`src/hw/rtl/lsfrc_pkg.sv`:
```
// Package for the LED shelf fade and rainbow controller.
// Holds the opcode, register index and sequencer state codes, widths and reset values.
// No dependencies; lsfrc_fade and the top level import it.
package lsfrc_pkg;

  localparam int STRIPS    = 4;
  localparam int STRIP_W   = 2;
  localparam int FADE_STEP = 5;
  localparam int CFG_IDX_W = 3;
  localparam int CFG_DAT_W = 16;

  localparam logic [9:0]  FRAME_PERIOD_RST = 10'd16;
  localparam logic [15:0] STARTUP_RST      = 16'd100;
  localparam logic [15:0] SHUTDOWN_RST     = 16'd10000;
  localparam logic [7:0]  COUNT0_RST       = 8'd95;
  localparam logic [7:0]  COUNT1_RST       = 8'd95;
  localparam logic [7:0]  COUNT2_RST       = 8'd96;
  localparam logic [7:0]  COUNT3_RST       = 8'd82;

  typedef enum logic [2:0] {
    OP_TICK   = 3'd0,
    OP_SWITCH = 3'd1,
    OP_TARGET = 3'd2,
    OP_COLOR  = 3'd3,
    OP_EFFECT = 3'd4,
    OP_QUERY  = 3'd5
  } op_t;

  typedef enum logic [CFG_IDX_W-1:0] {
    REG_FRAME_PERIOD = 3'd0,
    REG_STARTUP      = 3'd1,
    REG_SHUTDOWN     = 3'd2,
    REG_COUNT0       = 3'd3,
    REG_COUNT1       = 3'd4,
    REG_COUNT2       = 3'd5,
    REG_COUNT3       = 3'd6
  } reg_idx_t;

  typedef enum logic [2:0] {
    ST_IDLE,
    ST_TIME,
    ST_RELAY,
    ST_FRAME,
    ST_FADE,
    ST_CMD,
    ST_DIVWAIT,
    ST_LOAD
  } state_t;

  typedef struct packed {
    logic cmd_ready;
    logic do_time;
    logic do_relay;
    logic do_frame;
    logic do_fade;
    logic div_start;
    logic do_load;
  } ctrl_t;

  typedef struct packed {
    logic [7:0] red;
    logic [7:0] green;
    logic [7:0] blue;
  } rgb_t;

endpackage

```
`src/hw/rtl/lsfrc_if.sv`:
```
// Valid/ready channel interfaces for the command and response beats.
// Depends on nothing; used by the top level of the controller.
interface lsfrc_cmd_if;
  logic       valid;
  logic       ready;
  logic [2:0] opcode;
  logic [1:0] strip;
  logic [7:0] pixel_index;
  logic [7:0] level;
  logic [7:0] red_in;
  logic [7:0] green_in;
  logic [7:0] blue_in;

  modport source (output valid, opcode, strip, pixel_index, level, red_in, green_in,
                  blue_in, input ready);
  modport sink (input valid, opcode, strip, pixel_index, level, red_in, green_in,
                blue_in, output ready);
endinterface

interface lsfrc_rsp_if;
  logic       valid;
  logic       ready;
  logic       relay_on;
  logic       supply_ready;
  logic       frame_done;
  logic [7:0] pixel_red;
  logic [7:0] pixel_green;
  logic [7:0] pixel_blue;
  logic       pixel_valid;
  logic [7:0] strip_brightness;
  logic       strip_active;

  modport source (output valid, relay_on, supply_ready, frame_done, pixel_red, pixel_green,
                  pixel_blue, pixel_valid, strip_brightness, strip_active, input ready);
  modport sink (input valid, relay_on, supply_ready, frame_done, pixel_red, pixel_green,
                pixel_blue, pixel_valid, strip_brightness, strip_active, output ready);
endinterface

```
`src/hw/rtl/lsfrc_fade.sv`:
```
// Shared fade unit: one strip's brightness step toward its target or toward zero.
// Depends on lsfrc_pkg for the fade step; the sequencer feeds it one strip per cycle.
module lsfrc_fade (
  input  logic       enabled,
  input  logic       lit,
  input  logic [7:0] cur,
  input  logic [7:0] tgt,
  output logic       lit_next,
  output logic [7:0] cur_next
);
  import lsfrc_pkg::*;

  localparam logic [8:0] STEP = 9'(FADE_STEP);

  logic [7:0] b;
  logic       up_ok;
  logic       dn_ok;

  // A strip that turns on starts its fade from zero.
  assign b     = (enabled && !lit) ? 8'd0 : cur;
  assign up_ok = ({1'b0, b} + STEP) <= {1'b0, tgt};
  assign dn_ok = ({1'b0, tgt} + STEP) <= {1'b0, b};

  always_comb begin
    lit_next = lit | enabled;
    cur_next = b;
    if (enabled && b != tgt) begin
      if (up_ok) begin
        cur_next = 8'({1'b0, b} + STEP);
      end else if (dn_ok) begin
        cur_next = 8'({1'b0, b} - STEP);
      end else begin
        cur_next = tgt;
      end
    end else if (!enabled && b != 8'd0) begin
      cur_next = ({1'b0, b} >= STEP) ? 8'({1'b0, b} - STEP) : 8'd0;
    end else if (!enabled && b == 8'd0 && lit) begin
      lit_next = 1'b0;
    end
  end

endmodule

```
`src/hw/rtl/lsfrc_div.sv`:
```
// Radix-2 restoring divider for index*256/count, one quotient bit per cycle.
// Depends on nothing; the dividend must be below the divisor so the quotient fits 8 bits.
module lsfrc_div (
  input  logic       clk,
  input  logic       rst,
  input  logic       start,
  input  logic [7:0] dividend,
  input  logic [7:0] divisor,
  output logic       done,
  output logic [7:0] quotient
);

  logic       busy;
  logic [2:0] cnt;
  logic [7:0] rem;
  logic [8:0] shifted;
  logic       ge;

  assign shifted = {rem, 1'b0};
  assign ge      = shifted >= {1'b0, divisor};

  always_ff @(posedge clk) begin
    if (rst) begin
      busy <= 1'b0;
      done <= 1'b0;
    end else begin
      done <= 1'b0;
      if (start) begin
        busy <= 1'b1;
      end else if (busy && cnt == 3'd7) begin
        busy <= 1'b0;
        done <= 1'b1;
      end
    end
  end

  // The remainder starts as the index itself; eight zero bits are shifted in.
  always_ff @(posedge clk) begin
    if (start) begin
      rem      <= dividend;
      quotient <= 8'd0;
      cnt      <= 3'd0;
    end else if (busy) begin
      rem      <= ge ? 8'(shifted - {1'b0, divisor}) : shifted[7:0];
      quotient <= {quotient[6:0], ge};
      cnt      <= cnt + 3'd1;
    end
  end

endmodule

```
`src/hw/rtl/led_shelf_fade_rainbow_ctrl.sv`:
```
// Top level of the LED shelf controller: relay sequencing, frame fades, pixel queries.
// Depends on lsfrc_pkg, lsfrc_if, lsfrc_fade and lsfrc_div.
// Steps: a command passes the command and load states; a tick passes time, relay, frame,
// the fade walk if a frame is due (one strip a cycle through the fade unit) and load; a
// rainbow query waits on the divider (8 steps). One item at a time: the next is taken in
// the idle state after the load, while the last response waits in its output register.
// Synchronous reset restores configuration, state and every strip to power-up values.
module led_shelf_fade_rainbow_ctrl (
  input  logic                            clk,
  input  logic                            rst,
  input  logic                            cfg_we,
  input  logic [lsfrc_pkg::CFG_IDX_W-1:0] cfg_index,
  input  logic [lsfrc_pkg::CFG_DAT_W-1:0] cfg_data,
  lsfrc_cmd_if.sink                       cmd,
  lsfrc_rsp_if.source                     rsp
);
  import lsfrc_pkg::*;

  // Configuration registers.
  logic [9:0]  frame_period;
  logic [15:0] startup_delay;
  logic [15:0] shutdown_delay;
  logic [7:0]  led_count [STRIPS];

  // Latched command.
  op_t              op;
  logic [STRIP_W-1:0] s;
  logic [7:0]       pix;
  logic [7:0]       lvl;
  rgb_t             color_in;

  // Block state.
  logic [31:0] time_ms;
  logic [31:0] relay_deadline;
  logic [31:0] next_frame_time;
  logic        relay_state;
  logic        ready_flag;
  logic [7:0]  rainbow_phase;
  logic [STRIPS-1:0] enabled;
  logic [STRIPS-1:0] lit;
  logic [STRIPS-1:0] effect;
  logic [7:0]  tgt [STRIPS];
  logic [7:0]  cur [STRIPS];
  rgb_t        color [STRIPS];
  logic        frame_flag;
  logic [STRIP_W-1:0] strip_cnt;

  state_t state;
  state_t state_next;
  ctrl_t  ctrl;

  // Output register.
  logic out_valid;

  // Pixel query signals.
  logic [7:0] count_s;
  logic       pix_in_range;
  logic       query_div;
  logic       div_done;
  logic [7:0] quotient;

  // Sequencer: next state.
  always_comb begin
    state_next = state;
    case (state)
      ST_IDLE: begin
        if (cmd.valid) begin
          state_next = (op_t'(cmd.opcode) == OP_TICK) ? ST_TIME : ST_CMD;
        end
      end
      ST_TIME:  state_next = ST_RELAY;
      ST_RELAY: state_next = ST_FRAME;
      ST_FRAME: begin
        state_next = (ready_flag && time_ms > next_frame_time) ? ST_FADE : ST_LOAD;
      end
      ST_FADE: begin
        if (strip_cnt == STRIP_W'(STRIPS - 1)) begin
          state_next = ST_LOAD;
        end
      end
      ST_CMD:     state_next = query_div ? ST_DIVWAIT : ST_LOAD;
      ST_DIVWAIT: state_next = div_done ? ST_LOAD : ST_DIVWAIT;
      ST_LOAD: begin
        if (!out_valid || rsp.ready) begin
          state_next = ST_IDLE;
        end
      end
      default: state_next = ST_IDLE;
    endcase
  end

  // Sequencer: control outputs.
  always_comb begin
    ctrl = '0;
    case (state)
      ST_IDLE:  ctrl.cmd_ready = 1'b1;
      ST_TIME:  ctrl.do_time   = 1'b1;
      ST_RELAY: ctrl.do_relay  = 1'b1;
      ST_FRAME: ctrl.do_frame  = 1'b1;
      ST_FADE:  ctrl.do_fade   = 1'b1;
      ST_CMD:   ctrl.div_start = query_div;
      ST_LOAD:  ctrl.do_load   = !out_valid || rsp.ready;
      default:  ctrl = '0;
    endcase
  end

  assign cmd.ready = ctrl.cmd_ready;

  always_ff @(posedge clk) begin
    if (rst) begin
      state <= ST_IDLE;
    end else begin
      state <= state_next;
    end
  end

  // Configuration writes.
  always_ff @(posedge clk) begin
    if (rst) begin
      frame_period   <= FRAME_PERIOD_RST;
      startup_delay  <= STARTUP_RST;
      shutdown_delay <= SHUTDOWN_RST;
      led_count[0]   <= COUNT0_RST;
      led_count[1]   <= COUNT1_RST;
      led_count[2]   <= COUNT2_RST;
      led_count[3]   <= COUNT3_RST;
    end else if (cfg_we) begin
      case (reg_idx_t'(cfg_index))
        REG_FRAME_PERIOD: frame_period   <= cfg_data[9:0];
        REG_STARTUP:      startup_delay  <= cfg_data;
        REG_SHUTDOWN:     shutdown_delay <= cfg_data;
        REG_COUNT0:       led_count[0]   <= cfg_data[7:0];
        REG_COUNT1:       led_count[1]   <= cfg_data[7:0];
        REG_COUNT2:       led_count[2]   <= cfg_data[7:0];
        REG_COUNT3:       led_count[3]   <= cfg_data[7:0];
        default: ;
      endcase
    end
  end

  // Command latch.
  always_ff @(posedge clk) begin
    if (cmd.valid && cmd.ready) begin
      op             <= op_t'(cmd.opcode);
      s              <= cmd.strip;
      pix            <= cmd.pixel_index;
      lvl            <= cmd.level;
      color_in.red   <= cmd.red_in;
      color_in.green <= cmd.green_in;
      color_in.blue  <= cmd.blue_in;
    end
  end

  // Pixel query decode.
  assign count_s      = led_count[s];
  assign pix_in_range = pix < count_s;
  assign query_div    = (op == OP_QUERY) && effect[s] && pix_in_range;

  lsfrc_div u_div (
    .clk      (clk),
    .rst      (rst),
    .start    (ctrl.div_start),
    .dividend (pix),
    .divisor  (count_s),
    .done     (div_done),
    .quotient (quotient)
  );

  // Relay sequencing, evaluated once time_ms has advanced.
  logic        should;
  logic        dl_passed;
  logic [31:0] dl_sum;
  logic [31:0] dl_next;
  logic        rs_next;
  logic        rf_next;

  assign should    = |enabled;
  assign dl_passed = time_ms > relay_deadline;
  assign dl_sum    = time_ms + {16'd0, should ? startup_delay : shutdown_delay};

  always_comb begin
    dl_next = relay_deadline;
    rs_next = relay_state;
    rf_next = ready_flag;
    if (should && !ready_flag) begin
      if (!relay_state) begin
        rs_next = 1'b1;
        rf_next = 1'b0;
        dl_next = dl_sum;
      end else if (dl_passed) begin
        rf_next = 1'b1;
        dl_next = 32'd0;
      end
    end
    if (!should && relay_state) begin
      if (relay_deadline == 32'd0) begin
        dl_next = dl_sum;
      end else if (dl_passed) begin
        dl_next = 32'd0;
        rs_next = 1'b0;
        rf_next = 1'b0;
      end
    end
    // A ready supply with strips on keeps no deadline armed.
    if (should && rf_next) begin
      dl_next = 32'd0;
    end
  end

  // Per-strip arrays are read at one index: the fade walk or the addressed strip.
  logic [STRIP_W-1:0] idx;
  logic               fade_lit;
  logic [7:0]         fade_cur;

  assign idx = ctrl.do_fade ? strip_cnt : s;

  lsfrc_fade u_fade (
    .enabled  (enabled[idx]),
    .lit      (lit[idx]),
    .cur      (cur[idx]),
    .tgt      (tgt[idx]),
    .lit_next (fade_lit),
    .cur_next (fade_cur)
  );

  always_ff @(posedge clk) begin
    if (rst) begin
      time_ms         <= 32'd0;
      relay_deadline  <= 32'd0;
      next_frame_time <= 32'd0;
      relay_state     <= 1'b0;
      ready_flag      <= 1'b0;
      rainbow_phase   <= 8'd0;
      frame_flag      <= 1'b0;
      strip_cnt       <= '0;
      enabled         <= '0;
      lit             <= '0;
      effect          <= '0;
      for (int i = 0; i < STRIPS; i++) begin
        tgt[i]   <= 8'd255;
        cur[i]   <= 8'd0;
        color[i] <= '{red: 8'd255, green: 8'd255, blue: 8'd255};
      end
    end else begin
      if (ctrl.cmd_ready) begin
        frame_flag <= 1'b0;
      end
      if (ctrl.do_time) begin
        time_ms <= time_ms + 32'd1;
      end
      if (ctrl.do_relay) begin
        relay_deadline <= dl_next;
        relay_state    <= rs_next;
        ready_flag     <= rf_next;
      end
      if (ctrl.do_frame && ready_flag && time_ms > next_frame_time) begin
        rainbow_phase   <= rainbow_phase - 8'd1;
        next_frame_time <= time_ms + {22'd0, frame_period};
        frame_flag      <= 1'b1;
        strip_cnt       <= '0;
      end
      if (ctrl.do_fade) begin
        cur[idx]  <= fade_cur;
        lit[idx]  <= fade_lit;
        strip_cnt <= strip_cnt + STRIP_W'(1);
      end
      if (ctrl.do_load) begin
        case (op)
          OP_SWITCH: enabled[s] <= lvl[0];
          OP_TARGET: tgt[s]     <= lvl;
          OP_COLOR:  color[s]   <= color_in;
          OP_EFFECT: effect[s]  <= (lvl == 8'd1);
          default: ;
        endcase
      end
    end
  end

  // Color wheel: three ramps over the inverted position.
  function automatic rgb_t wheel(input logic [7:0] pos);
    logic [7:0] p;
    logic [7:0] p3;
    rgb_t       c;
    p = ~pos;
    c = '0;
    if (p < 8'd85) begin
      p3 = 8'({1'b0, p} * 9'd3);
      c  = '{red: 8'd255 - p3, green: 8'd0, blue: p3};
    end else if (p < 8'd170) begin
      p3 = 8'({1'b0, p - 8'd85} * 9'd3);
      c  = '{red: 8'd0, green: p3, blue: 8'd255 - p3};
    end else begin
      p3 = 8'({1'b0, p - 8'd170} * 9'd3);
      c  = '{red: p3, green: 8'd255 - p3, blue: 8'd0};
    end
    return c;
  endfunction

  logic is_query;
  logic pix_ok;
  rgb_t pix_rgb;

  assign is_query = (op == OP_QUERY);
  assign pix_ok   = is_query && pix_in_range;

  always_comb begin
    pix_rgb = '0;
    if (pix_ok) begin
      if (effect[s]) begin
        pix_rgb = wheel(quotient + rainbow_phase);
      end else begin
        // Stored order has its first two channels swapped on the way out.
        pix_rgb = '{red: color[s].green, green: color[s].red, blue: color[s].blue};
      end
    end
  end

  always_ff @(posedge clk) begin
    if (rst) begin
      out_valid <= 1'b0;
    end else if (ctrl.do_load) begin
      out_valid <= 1'b1;
    end else if (rsp.ready) begin
      out_valid <= 1'b0;
    end
  end

  always_ff @(posedge clk) begin
    if (ctrl.do_load) begin
      rsp.relay_on         <= relay_state;
      rsp.supply_ready     <= ready_flag;
      rsp.frame_done       <= frame_flag && (op == OP_TICK);
      rsp.pixel_red        <= pix_rgb.red;
      rsp.pixel_green      <= pix_rgb.green;
      rsp.pixel_blue       <= pix_rgb.blue;
      rsp.pixel_valid      <= pix_ok;
      rsp.strip_brightness <= cur[idx];
      rsp.strip_active     <= lit[idx];
    end
  end

  assign rsp.valid = out_valid;

endmodule
```
`src/flat_wrapper.sv`:
```
// flat-port wrapper written by rule: the top's interface ports become plain ports
module led_shelf_fade_rainbow_ctrl_flat import lsfrc_pkg::*;
  (clk, rst, cfg_we, cfg_index, cfg_data, cmd_valid, cmd_opcode, cmd_strip, cmd_pixel_index, cmd_level, cmd_red_in, cmd_green_in, cmd_blue_in, cmd_ready, rsp_valid, rsp_relay_on, rsp_supply_ready, rsp_frame_done, rsp_pixel_red, rsp_pixel_green, rsp_pixel_blue, rsp_pixel_valid, rsp_strip_brightness, rsp_strip_active, rsp_ready);
  lsfrc_cmd_if cmd_i ();
  lsfrc_rsp_if rsp_i ();
  input  logic clk;
  input  logic rst;
  input  logic cfg_we;
  input  logic [lsfrc_pkg::CFG_IDX_W-1:0] cfg_index;
  input  logic [lsfrc_pkg::CFG_DAT_W-1:0] cfg_data;
  input wire logic [$bits(cmd_i.valid)-1:0] cmd_valid;
  input wire logic [$bits(cmd_i.opcode)-1:0] cmd_opcode;
  input wire logic [$bits(cmd_i.strip)-1:0] cmd_strip;
  input wire logic [$bits(cmd_i.pixel_index)-1:0] cmd_pixel_index;
  input wire logic [$bits(cmd_i.level)-1:0] cmd_level;
  input wire logic [$bits(cmd_i.red_in)-1:0] cmd_red_in;
  input wire logic [$bits(cmd_i.green_in)-1:0] cmd_green_in;
  input wire logic [$bits(cmd_i.blue_in)-1:0] cmd_blue_in;
  output wire logic [$bits(cmd_i.ready)-1:0] cmd_ready;
  output wire logic [$bits(rsp_i.valid)-1:0] rsp_valid;
  output wire logic [$bits(rsp_i.relay_on)-1:0] rsp_relay_on;
  output wire logic [$bits(rsp_i.supply_ready)-1:0] rsp_supply_ready;
  output wire logic [$bits(rsp_i.frame_done)-1:0] rsp_frame_done;
  output wire logic [$bits(rsp_i.pixel_red)-1:0] rsp_pixel_red;
  output wire logic [$bits(rsp_i.pixel_green)-1:0] rsp_pixel_green;
  output wire logic [$bits(rsp_i.pixel_blue)-1:0] rsp_pixel_blue;
  output wire logic [$bits(rsp_i.pixel_valid)-1:0] rsp_pixel_valid;
  output wire logic [$bits(rsp_i.strip_brightness)-1:0] rsp_strip_brightness;
  output wire logic [$bits(rsp_i.strip_active)-1:0] rsp_strip_active;
  input wire logic [$bits(rsp_i.ready)-1:0] rsp_ready;
  assign cmd_i.valid = cmd_valid;
  assign cmd_i.opcode = cmd_opcode;
  assign cmd_i.strip = cmd_strip;
  assign cmd_i.pixel_index = cmd_pixel_index;
  assign cmd_i.level = cmd_level;
  assign cmd_i.red_in = cmd_red_in;
  assign cmd_i.green_in = cmd_green_in;
  assign cmd_i.blue_in = cmd_blue_in;
  assign cmd_ready = cmd_i.ready;
  assign rsp_valid = rsp_i.valid;
  assign rsp_relay_on = rsp_i.relay_on;
  assign rsp_supply_ready = rsp_i.supply_ready;
  assign rsp_frame_done = rsp_i.frame_done;
  assign rsp_pixel_red = rsp_i.pixel_red;
  assign rsp_pixel_green = rsp_i.pixel_green;
  assign rsp_pixel_blue = rsp_i.pixel_blue;
  assign rsp_pixel_valid = rsp_i.pixel_valid;
  assign rsp_strip_brightness = rsp_i.strip_brightness;
  assign rsp_strip_active = rsp_i.strip_active;
  assign rsp_i.ready = rsp_ready;
  led_shelf_fade_rainbow_ctrl u_core (.clk(clk), .rst(rst), .cfg_we(cfg_we), .cfg_index(cfg_index), .cfg_data(cfg_data), .cmd(cmd_i), .rsp(rsp_i));
endmodule
```
`config.mk`:
```
export PLATFORM = sky130hd
export DESIGN_NAME = led_shelf_fade_rainbow_ctrl_flat
export DESIGN_NICKNAME = d
export VERILOG_FILES = /design/src/hw/rtl/lsfrc_pkg.sv /design/src/hw/rtl/lsfrc_if.sv /design/src/hw/rtl/lsfrc_fade.sv /design/src/hw/rtl/lsfrc_div.sv /design/src/hw/rtl/led_shelf_fade_rainbow_ctrl.sv /design/src/flat_wrapper.sv
export SDC_FILE = /design/constraint.sdc
export NUM_CORES = 1
export LEC_CHECK = 0
export BUFFER_PORTS_ARGS = -buffer_cell sky130_fd_sc_hd__buf_2
export CAP_MARGIN = 20
export CELL_PAD_IN_SITES_DETAIL_PLACEMENT = 0
export CELL_PAD_IN_SITES_GLOBAL_PLACEMENT = 1
export CORE_MARGIN = 2
export CORE_UTILIZATION = 45
export DETAILED_ROUTE_END_ITERATION = 7
export GPL_TIMING_DRIVEN = 0
export PLACE_DENSITY = 0.86
export SLEW_MARGIN = 10
export SYNTH_ARGS = -nofsm -noshare
export SYNTH_HDL_FRONTEND = slang
export SYNTH_SLANG_ARGS = --single-unit
```
`constraint.sdc`:
```
create_clock -name clk -period 4.6 [get_ports clk]
set_input_delay 0.92 -clock clk [delete_from_list [all_inputs] [get_ports clk]]
set_output_delay 0.92 -clock clk [all_outputs]
set_load 0.005 [all_outputs]
```
==> metrics.md, run 1 <==
| Metric | Value |
|---|---|
| Height of the chip | roughly 250 um |
| Final Util | 53.5% |
| Initial DRC Count | 1512 |
| Cells after Synth | about 2600 |
| # clock sinks | 464 |
| I/O pins | 108 |
| Pre-CTS WS | -1090 ps |
| Layout cells sized above 1 | 15.9% |
| Post-synth top area share | 32.2% |
| Top-count cell post-synth | nand2_1 |
| Cell Rows | 88 |
| Cell at the root of the clock tree | clkbuf_16 |
| Post-route setup slack | -19.3 ps |
| Met3 global-route usage | slightly above 4% |
| Period utilization | 100% |
| RSZ-0062 raised after global routing | true |
| Final Hold Vio Count | 0 |
| DRC viols | 2 |
| DP Area | ~28000 um2 |
| CP Class | register to register |
| CTS max path bufs | 3 |
| Worst Hold Slack | between 400 and 500 ps |
| # setup viols final | 7 |
| Slew @ Worst Pin | around 1100 ps |
| Unique masters post-synth | 85 |
| GRT Residual Overflow | 0 |
| Crit start category | register |
| Commonest cells in the netlist | nand2_1 (320), edfxtp_1 (282), nor2_1 (254) |
| TritonCTS Buffers | 50 |
| Crit path to | u_core.cur[0][3] |
| Reg2Reg Setup Slack | -20 ps |
| Hold Path Depth | 2 |
| Hpwl dp | 54200 um |
| Most used DFF post-synth | edfxtp_1 |
| Fraction of registers with async set/reset | 0% |
| Clk slew on worst S/H paths | approximately 60 ps |
| Routed wire length | approximately 74000 um |
| Port bufs | roughly 110 |
| CTS tree | built |
| Die X | between 200 and 250 um |
| Routed Antenna Nets | 0 |
| Clk_lat worst skew | approximately 600 ps |
| EDFF count, synth | roughly 280 |
| Worst r2r dst | u_core.cur[0][3] |
| Fin nets | between 3000 and 4000 |
| WP data required | roughly 5000 ps |
| Minimum clock period | ~4600 ps |
| Crit path arrival time | 4950 ps |
| Htree depth | 2 |
| CP endpoint kind | register |
| M1 GR Usage | roughly 31% |
| Wire per inst | around 20 um |
| CTS Hold Bufs | 0 |
| Worst slew margin | 28.4% |
| Largest net degree at the start of global routing | 26 |
| Vias per cell | around 5.7 |
| Multi-input gate area | roughly 14000 um2 |
| Synth warnings | 0 |
| P_leak | around 11 nW |
| R2r startpoint | u_core.state[1] |
| Crit path from | u_core.state[1] |
| Synth area leaders | edfxtp_1 (32%), dfxtp_1 (14%), ha_1 (7.7%) |
| Final Max Slew Viols | 0 |
| Worst min path class | register to register |
| Crit Path Max Fanout | 7 |
| Final RePlAce weighted congestion | roughly 0.94 |
| Met2 Track Usage GR | 41.2% |
| Routed vias | roughly 21000 |
| Failing checks | design-rule violations, negative setup slack |
| First-pass GRT wire length | around 110000 um |
| Reg area | between 10000 and 15000 um2 |
| Cell taking the most area after synthesis | edfxtp_1 |
| Syn_nets | 2874 |
| Busiest grt layer | met2 |
| Antenna violations before repair | 3 |
| Sequential area share after synthesis | 46.0% |
| Maximum vdd drop | 330 uV |
| Clock Skews | 18.5 ps |
| Core Region | approximately 58000 um2 |
| Die area | between 60000 and 70000 um2 |
| Initial core utilization | a little under half |
| Yosys reg bits | between 400 and 500 |
| Synth Area per Inst | ~10 um2 |
| First drt pass iteration count | 7 |
| R2R depth | 20 |
| Post-route cell area | between 30000 and 40000 um2 |
| Vias in the first global route | just over 20000 |
| Max Freq | about 220 MHz |
| GRT Overall Usage | between 20% and 30% |
| Power density over the cells | 436 nW/um2 |
| Area growth syn-to-layout | 17.4% |
| Status | finished with violations |
| Fill cells | slightly above 5000 |
| Max-cap violations | 0 |
| Mapped Area | about 26000 um2 |
==> per-stage QoR <==
stage / power, mW / TNS, ps / instances
2_1_floorplan: 7.67 / 0 / 2636
3_3_place_gp: 8.73 / -137660 / 3507
3_5_place_dp: 8.87 / -39020 / 3521
4_1_cts: 13.3 / -6.77 / 3667
5_1_grt: 14.0 / -3880 / 3683
6_report: 13.5 / -100 / 3684
==> where the power goes <==
part           switching (mW)  internal (mW)
Sequential              0.185           4.75
Combinational            2.74           1.93
Clock                    1.69           2.18
Total                    4.61           8.86
==> final cells by class <==
class,instances,area share [%]
buffer,114,1.94
clock inverter,22,0.453
sequential,464,39.2
antenna,1,0.00810
multi-input combinational,1873,44.0
inverter,180,2.21
clock buffer,71,4.64
tap,765,3.10
timing repair buffer,194,4.41
==> layout by cell type, fill, tap and decap left out, types with 32 or more instances in the layout <==
master	Yosys	routed
edfxtp_1	282	282
clkbuf_16	0	52
or3_1	46	44
buf_4	0	72
dfxtp_1	182	179
nand2b_1	36	36
nand3_1	52	51
buf_2	12	112
mux2i_1	135	116
mux4_2	32	32
xnor2_1	84	82
a21o_1	41	41
nand2_1	320	319
o21ai_0	78	65
ha_1	163	159
inv_1	176	172
nor3_1	51	49
a211oi_1	40	39
clkbuf_1	90	96
nor2_1	254	243
xor2_1	43	42
a21oi_1	166	161
==> state kept, by name, indices dropped and copies added, names as in the netlist, 8 cells and up, named ones only <==
register / cells
u_core.color: 96
u_core.cur: 32
u_core.led_count: 32
u_core.next_frame_time: 32
u_core.relay_deadline: 32
u_core.tgt: 32
u_core.time_ms: 32
u_core.color_in: 24
u_core.shutdown_delay: 16
u_core.startup_delay: 16
u_core.frame_period: 10
u_core.lvl: 8
u_core.pix: 8
u_core.rainbow_phase: 8
u_core.rsp.pixel_blue: 8
u_core.rsp.pixel_green: 8
u_core.rsp.pixel_red: 8
u_core.rsp.strip_brightness: 8
u_core.u_div.quotient: 8
u_core.u_div.rem: 8
==> routing by layer <==
metal / wire length [um] / up-vias
li1: - / 9883
met1: 31000 / 10200
met2: 35900 / 684
met3: 5050 / 130
met4: 1980 / 2
met5: 10 / -
==> critical path, stage by stage, from the launching register on <==
cell,delay [ps]
dfxtp_4,340
or3b_4,410
buf_12,170
mux2i_4,270
mux2i_2,320
mux2i_4,120
and2_4,180
ha_4,160
or3_4,360
and2_4,160
ha_4,260
o21a_1,110
o21ai_1,60
a21oi_1,120
o21ai_1,90
a21oi_2,230
a31oi_4,70
or3_4,480
o211ai_1,190
buf_4,180
nor2_1,50
==> timing repair <==
action / CTS / global route
buffers inserted: 54 / 19
pin swaps: 27 / 36
gates resized for setup: 91 / 52
setup endpoints to repair: 66 / 77
==> cells by family after synthesis <==
logic type / after synthesis / synth area share (%)
compound gates: 465 / 11.4
xor+xnor: 129 / 4.40
fa+ha+maj: 169 / 8.20
buf+inv: 299 / 4.58
flops: 464 / 46.0
mux: 189 / 9.02
simple gates: 921 / 16.4
==> worst min path at each step <==
stage / slack (ps) / to / from
5_1_grt: 480 / u_core.startup_delay[12] / u_core.startup_delay[12]
3_3_place_gp: 440 / u_core.startup_delay[14] / u_core.startup_delay[14]
4_1_cts: 460 / u_core.startup_delay[14] / u_core.startup_delay[14]
6_report: 450 / u_core.startup_delay[12] / u_core.startup_delay[12]
3_5_place_dp: 450 / u_core.startup_delay[14] / u_core.startup_delay[14]
2_1_floorplan: 440 / u_core.shutdown_delay[0] / u_core.shutdown_delay[0]
Power figures use the tool's default switching activity.
==> inputs of run 2 (changes only) <==
--- a/config.mk
+++ b/config.mk
@@ -10,11 +10,11 @@
 export CELL_PAD_IN_SITES_DETAIL_PLACEMENT = 0
 export CELL_PAD_IN_SITES_GLOBAL_PLACEMENT = 1
 export CORE_MARGIN = 2
-export CORE_UTILIZATION = 45
+export CORE_UTILIZATION = 54
 export DETAILED_ROUTE_END_ITERATION = 7
 export GPL_TIMING_DRIVEN = 0
-export PLACE_DENSITY = 0.86
-export SLEW_MARGIN = 10
+export PLACE_DENSITY = 0.95
+export SLEW_MARGIN = 30
 export SYNTH_ARGS = -nofsm -noshare
 export SYNTH_HDL_FRONTEND = slang
 export SYNTH_SLANG_ARGS = --single-unit
==> constraint.sdc (replaced) <==
create_clock -name clk -period 5.4 [get_ports clk]
set_input_delay 1.08 -clock clk [delete_from_list [all_inputs] [get_ports clk]]
set_output_delay 1.08 -clock clk [all_outputs]
set_load 0.005 [all_outputs]
==> run 2 against run 1 <==
  * The run now ends clean
  * Register-to-register slack improved by 290 ps
  * Routed wire length down 2.3%
  * Sequential cell count did not move
  * Core utilization increased by 8.8 points
  * Worst setup slack improved by 290 ps
  * Global-route usage is 4.4 points higher
  * Clock power down 5%
  * Critical endpoint is now u_core.cur[2][7]
  * Largest cell class unchanged
  * Largest power group unchanged
==> metrics.md, run 2 (synthesized netlist as in run 1, its figures left out) <==
| Metric | Value |
|---|---|
| Status | completed |
| Htree depth | 2 (unchanged) |
| CP Class | register to register |
| Fin nets | 3049 (-2.1%) |
| TritonCTS Buffers | 49 (-2.0%) |
| DP Area | 27900 um2 (-0.86%) |
| Initial core utilization | 54.9% (+9.4 points) |
| Hold Path Origin | u_core.startup_delay[14] |
| Crit path to | u_core.cur[2][7] |
| Core Region | 47900 um2 (-17%) |
| Wire per inst | 20.8 um (+3.8%) |
| WP data required | 5730 ps (+800 ps) |
| Post-route cell area | 29900 um2 (-3.4%) |
| Cell Rows | 80 (-9.1%) |
| Worst r2r dst | u_core.cur[2][7] |
| Crit path arrival time | 5460 ps (+510 ps) |
| Antenna violations before repair | 0 (-3) |
| Clock Skews | 15.0 ps (-3.46 ps) |
| Clk_lat worst skew | 600 ps (about the same) |
| Reg area | 12100 um2 (about the same) |
| Largest net degree at the start of global routing | 48 (+85%) |
| RSZ-0062 raised after global routing | false |
| Final RePlAce weighted congestion | 0.921 (-2.0%) |
| Routed vias | 20700 (-0.92%) |
| Diodes inserted | 0 (-1) |
| Worst slew margin | 30.5% (+2.1 points) |
| Commonest non-fill, non-tap cell in the layout | nand2_1 |
| Hpwl dp | 53000 um (-2.2%) |
| # placed instances | 3367 (-4.4%) |
| Period utilization | 94.9% (-5.5 points) |
| # clock sinks | 464 (unchanged) |
| Clk slew on worst S/H paths | 60 ps (about the same) |
| Most frequent cells in the layout | nand2_1 (320), edfxtp_1 (282), nor2_1 (252) |
| Routed Antenna Nets | 0 (unchanged) |
| CP endpoint kind | register |
| Max-cap violations | 0 (unchanged) |
| Non-Filler Instances | 3466 (-5.9%) |
| Power density over the cells | 379 nW/um2 (-13%) |
| First-pass GRT wire length | 112000 um (-1.5%) |
| R2r startpoint | u_core.strip_cnt[1] |
| Final Hold Vio Count | 0 (unchanged) |
| Height of the chip | 225 um (-8.6%) |
| Slew @ Worst Pin | 1040 ps (-31.3 ps) |
| CTS max path bufs | 3 (unchanged) |
| Maximum vdd drop | 319 uV (-3.2%) |
| P_leak | 11.2 nW (-2.7%) |
| Worst Hold Slack | 458 ps (+3.94 ps) |
| Overall power | 11.3 mW (-16%) |
| Die X | 225 um (-8.6%) |
| Area growth syn-to-layout | 13.4% |
| Minimum clock period | 5130 ps (+508 ps) |
| Setup TNS | 0 ps (+100 ps) |
| Fill cells | 3845 (-25%) |
| Crit start category | register |
| Largest register FFs | 96 (unchanged) |
| Max Freq | 195 MHz (-9.9%) |
| Crit path from | u_core.strip_cnt[1] |
| Worst min path class | register to register |
| First drt pass iteration count | 6 (-1) |
| R2R depth | 21 (+5.0%) |
| I/O pins | 108 (unchanged) |
| CTS Hold Bufs | 0 (unchanged) |
| Initial DRC Count | 1731 (+14%) |
| CTS tree | built |
| Die area | 50500 um2 (-16%) |
| Cell at the root of the clock tree | clkbuf_16 |
| Final Max Slew Viols | 0 (unchanged) |
| Crit Path Max Fanout | 10 (+3) |
| Routed wire length | 72200 um (-2.3%) |
| Top reg by flops | u_core.color |
| Vias per cell | 5.97 (+5.3%) |
| Port bufs | 106 (unchanged) |
| GRT Residual Overflow | 0 (unchanged) |
| Reg2Reg Setup Slack | 270 ps (+290 ps) |
| GRT Overall Usage | 28.5% (+4.4 points) |
| DRC viols | 0 (-2) |
| # setup viols final | 0 (-7) |
| Multi-input gate area | 13200 um2 (-2.9%) |
| Vias in the first global route | 20700 (-0.49%) |
| Layout cells sized above 1 | 12.1% (-3.8 points) |
run 2: cell types whose count changed in the layout (fill, tap and decap cells not counted), sizes merged:
cell      before  now
clkinv        14   13
bufinv         0    7
buf          219  150
clkinvlp       6    1
diode          1    0
clkbuf       160  161
run 2: layer usage:
layer  global-route usage, %  vias to the layer above  wire [um]
met2                    48.4                      733      34800
met4                    10.1                        0       2360
met5                       0                        -          0
met1                    37.7                    10100      30600
li1                        -                     9739          -
met3                    3.54                      125       4470
run 2: worst min-delay path by stage:
stage | to | slack [ps] | depth (start not counted)
after floorplan | u_core.shutdown_delay[0] | 440 | 2
after global placement | u_core.startup_delay[14] | 440 | 2
after detailed placement | u_core.shutdown_delay[5] | 450 | 2
after CTS | u_core.shutdown_delay[5] | 460 | 2
after global routing | u_core.shutdown_delay[15] | 470 | 2
final | u_core.startup_delay[14] | 460 | 2
run 2: critical path, stage by stage, from the launching register on:
cell       delay (ps)
dfxtp_1           360
buf_2             320
clkbuf_4          350
buf_2             310
mux2i_1           250
mux2i_1           140
mux2i_4           310
inv_1             140
ha_1              280
o2111ai_2         290
xor2_1            180
ha_1              260
a21o_1            160
a21oi_1           140
o31ai_1            80
a21o_1            270
o21bai_4          310
mux2i_1           230
nor2_1             70
a311oi_2          190
buf_4             180
nor2_1             50
run 2: final cells by class:
cell class	instances	area share, %
Clock inverter	23	1.09
Tap cell	615	2.58
Inverter	180	2.26
Multi-Input combinational cell	1873	44.2
Sequential cell	464	40.6
Buffer	119	1.80
Timing Repair Buffer	124	2.61
Clock buffer	68	4.86
run 2: timing repair:
action / 4_1_cts / 5_1_grt
gates resized for setup: 13 / 11
cloned: 0 / 0
setup buffers: 4 / 4
setup endpoints to repair: 32 / 32
endpoints found under the hold margin: 0 / 0
pin swaps: 1 / 2
run 2: per-stage QoR:
| stage | worst slack (ps) | util (%) |
|---|---|---|
| 6_report | 273 | 62.3 |
| 5_1_grt | 6.43 | 62.3 |
| 4_1_cts | 27.0 | 62.1 |
| 3_5_place_dp | -404 | 58.2 |
| 3_3_place_gp | -760 | 57.6 |
| 2_1_floorplan | 539 | - |
run 2: power breakdown:
group | switching (mW) | total (mW) | leakage (nW) | internal (mW)
combinational | 2.13 | 3.44 | 6.50 | 1.31
clock | 1.47 | 3.69 | 0.875 | 2.22
sequential | 0.154 | 4.19 | 3.82 | 4.04
==> inputs of run 3 (changes only) <==
--- a/config.mk
+++ b/config.mk
@@ -5,15 +5,16 @@
 export SDC_FILE = /design/constraint.sdc
 export NUM_CORES = 1
 export LEC_CHECK = 0
-export BUFFER_PORTS_ARGS = -buffer_cell sky130_fd_sc_hd__buf_2
 export CAP_MARGIN = 20
 export CELL_PAD_IN_SITES_DETAIL_PLACEMENT = 0
 export CELL_PAD_IN_SITES_GLOBAL_PLACEMENT = 1
-export CORE_MARGIN = 2
-export CORE_UTILIZATION = 54
+export CORE_MARGIN = 3
+export CORE_UTILIZATION = 55
 export DETAILED_ROUTE_END_ITERATION = 7
+export DONT_BUFFER_PORTS = 1
 export GPL_TIMING_DRIVEN = 0
 export PLACE_DENSITY = 0.95
+export SKIP_CTS_REPAIR_TIMING = 1
 export SLEW_MARGIN = 30
 export SYNTH_ARGS = -nofsm -noshare
 export SYNTH_HDL_FRONTEND = slang
==> run 3 against run 2 <==
  * Die area about the same
  * Sequential share of layout area up 1.1 points
  * Core utilization down 0.30 points
  * Critical path type unchanged
  * Via count down 1.2%
  * Hold slack worse by 3.6 ps
  * Sequential power about the same
  * Non-clock buffer count down 108
  * Worst setup slack worse by 150 ps
==> metrics.md, run 3 (synthesized netlist as in run 1, its figures left out) <==
| Metric | Value |
|---|---|
| Routed vias | 20500 (-1.2%) |
| Maximum vdd drop | 243 uV (-24%) |
| Htree depth | 2 (unchanged) |
| Period utilization | 97.7% (+2.8 points) |
| Worst min path class | register to register |
| R2R depth | 20 (-4.8%) |
| P_leak | 10.6 nW (-5.0%) |
| Cell Rows | 79 (-1.3%) |
| Die area | 50500 um2 (about the same) |
| Layout cells sized above 1 | 8.27% (-3.8 points) |
| Final RePlAce weighted congestion | 0.924 (+0.29%) |
| Final Max Slew Viols | 0 (unchanged) |
| Area growth syn-to-layout | 10.5% |
| Commonest non-fill, non-tap cell in the layout | nand2_1 |
| Max-cap violations | 0 (unchanged) |
| First drt pass iteration count | 5 (-1) |
| I/O pins | 108 (unchanged) |
| DP Area | 27300 um2 (-2.1%) |
| Initial core utilization | 56.1% (+1.2 points) |
| Core Region | 47000 um2 (-2.1%) |
| Slew @ Worst Pin | 997 ps (-45.6 ps) |
| Top reg by flops | u_core.color |
| Non-Filler Instances | 3354 (-3.2%) |
| WP data required | 5730 ps (about the same) |
| Worst Hold Slack | 455 ps (-3.56 ps) |
| # clock sinks | 464 (unchanged) |
| Clock Skews | 28.8 ps (+13.8 ps) |
| Fill cells | 3735 (-2.9%) |
| Height of the chip | 225 um (about the same) |
| First-pass GRT wire length | 110000 um (-1.9%) |
| Hpwl dp | 52400 um (-1.1%) |
| Clk slew on worst S/H paths | 60 ps (about the same) |
| TritonCTS Buffers | 49 (unchanged) |
| Max Freq | 190 MHz (-2.8%) |
| Initial DRC Count | 1963 (+13%) |
| # placed instances | 3250 (-3.5%) |
| Status | completed |
| CP Class | register to register |
| Vias in the first global route | 20100 (-2.7%) |
| Die X | 225 um (about the same) |
| Final Hold Vio Count | 0 (unchanged) |
| Routed Antenna Nets | 0 (unchanged) |
| CP endpoint kind | register |
| Setup TNS | 0 ps (unchanged) |
| Clk_lat worst skew | 610 ps (about the same) |
| GRT Residual Overflow | 0 (unchanged) |
| Crit path arrival time | 5600 ps (+140 ps) |
| Minimum clock period | 5280 ps (+149 ps) |
| RSZ-0062 raised after global routing | false |
| Port bufs | 0 (-100%) |
| CTS max path bufs | 3 (unchanged) |
| Reg area | 12100 um2 (unchanged) |
| GRT Overall Usage | 27.9% (-0.65 points) |
| Largest net degree at the start of global routing | 48 (unchanged) |
| Crit Path Max Fanout | 10 (unchanged) |
| Antenna violations before repair | 9 (+9) |
| Routed wire length | 71400 um (-1.2%) |
| CTS tree | built |
| Crit start category | register |
| Hold Path Depth | 2 (unchanged) |
| Cell at the root of the clock tree | clkbuf_16 |
| Post-route cell area | 29100 um2 (-2.6%) |
| Most frequent cells in the layout | nand2_1 (319), edfxtp_1 (282), nor2_1 (252) |
| Power density over the cells | 371 nW/um2 (-2.2%) |
| Fin nets | 2941 (-3.5%) |
| # setup viols final | 0 (unchanged) |
| Vias per cell | 6.10 (+2.1%) |
| Worst slew margin | 31.7% (+1.1 points) |
| Multi-input gate area | 13200 um2 (+0.13%) |
| Largest register FFs | 96 (unchanged) |
| Wire per inst | 21.3 um (+2.1%) |
| Overall power | 10.8 mW (-4.7%) |
| DRC viols | 0 (unchanged) |
-- run 3: cell count changes in the layout (fill, tap and decap cells not counted), moves of 3 or more --
| cell | previous run | this run |
|---|---|---|
| diode_2 | 0 | 3 |
| clkbuf_1 | 95 | 104 |
| clkbuf_8 | 11 | 2 |
| clkbuf_4 | 2 | 6 |
| buf_2 | 116 | 7 |
| bufinv_16 | 7 | 2 |
| clkinv_2 | 7 | 4 |
| clkinv_1 | 3 | 11 |
-- run 3: layout make-up --
class / instances / share of cell area [%]
inverter: 180 / 2.32
tap: 607 / 2.61
multi-input combinational: 1873 / 45.5
clock buffer: 70 / 4.64
clock inverter: 22 / 0.623
antenna: 3 / 0.0258
buffer: 119 / 1.90
timing repair buffer: 16 / 0.800
sequential: 464 / 41.6
-- run 3: final timing paths --
path,slack [ps],to,startpoint
max,120,u_core.cur[2][7],u_core.state[1]
min,450,u_core.startup_delay[14],u_core.startup_delay[14]
max reg2reg,120,u_core.cur[2][7],u_core.state[1]
min reg2reg,450,u_core.startup_delay[14],u_core.startup_delay[14]
-- run 3: power by group --
group,switching (mW),internal (mW)
clock network,1.42,1.84
logic,2.09,1.24
registers,0.150,4.04
-- run 3: stage by stage --
stage / worst slack, ps / utilization, %
2_1_floorplan: 539 / -
3_3_place_gp: -669 / 57.7
3_5_place_dp: -666 / 58.2
4_1_cts: -722 / 61.4
5_1_grt: 0.429 / 62.0
6_report: 124 / 62.0
-- run 3: per-layer routing --
layer	track usage [%]	part of all wire, %	routed length, um
met5	0	0.12	85
met4	11.5	3.9	2780
met3	6.20	8.1	5760
met2	45.0	46	33000
met1	36.6	42	29800
-- run 3: critical path, cell delays in order, from the launching register on --
cell,delay [ps]
dfxtp_1,310
buf_6,130
or3b_4,400
mux2i_4,290
buf_6,250
mux2i_1,700
inv_1,300
o21ai_0,340
nor2_2,110
nor3_2,300
ha_1,300
nand2_1,70
a21oi_1,50
o21ai_1,180
a21oi_2,110
a31oi_4,270
or3_1,150
buf_2,200
nor2_1,80
a311oi_2,370
nor2_1,110
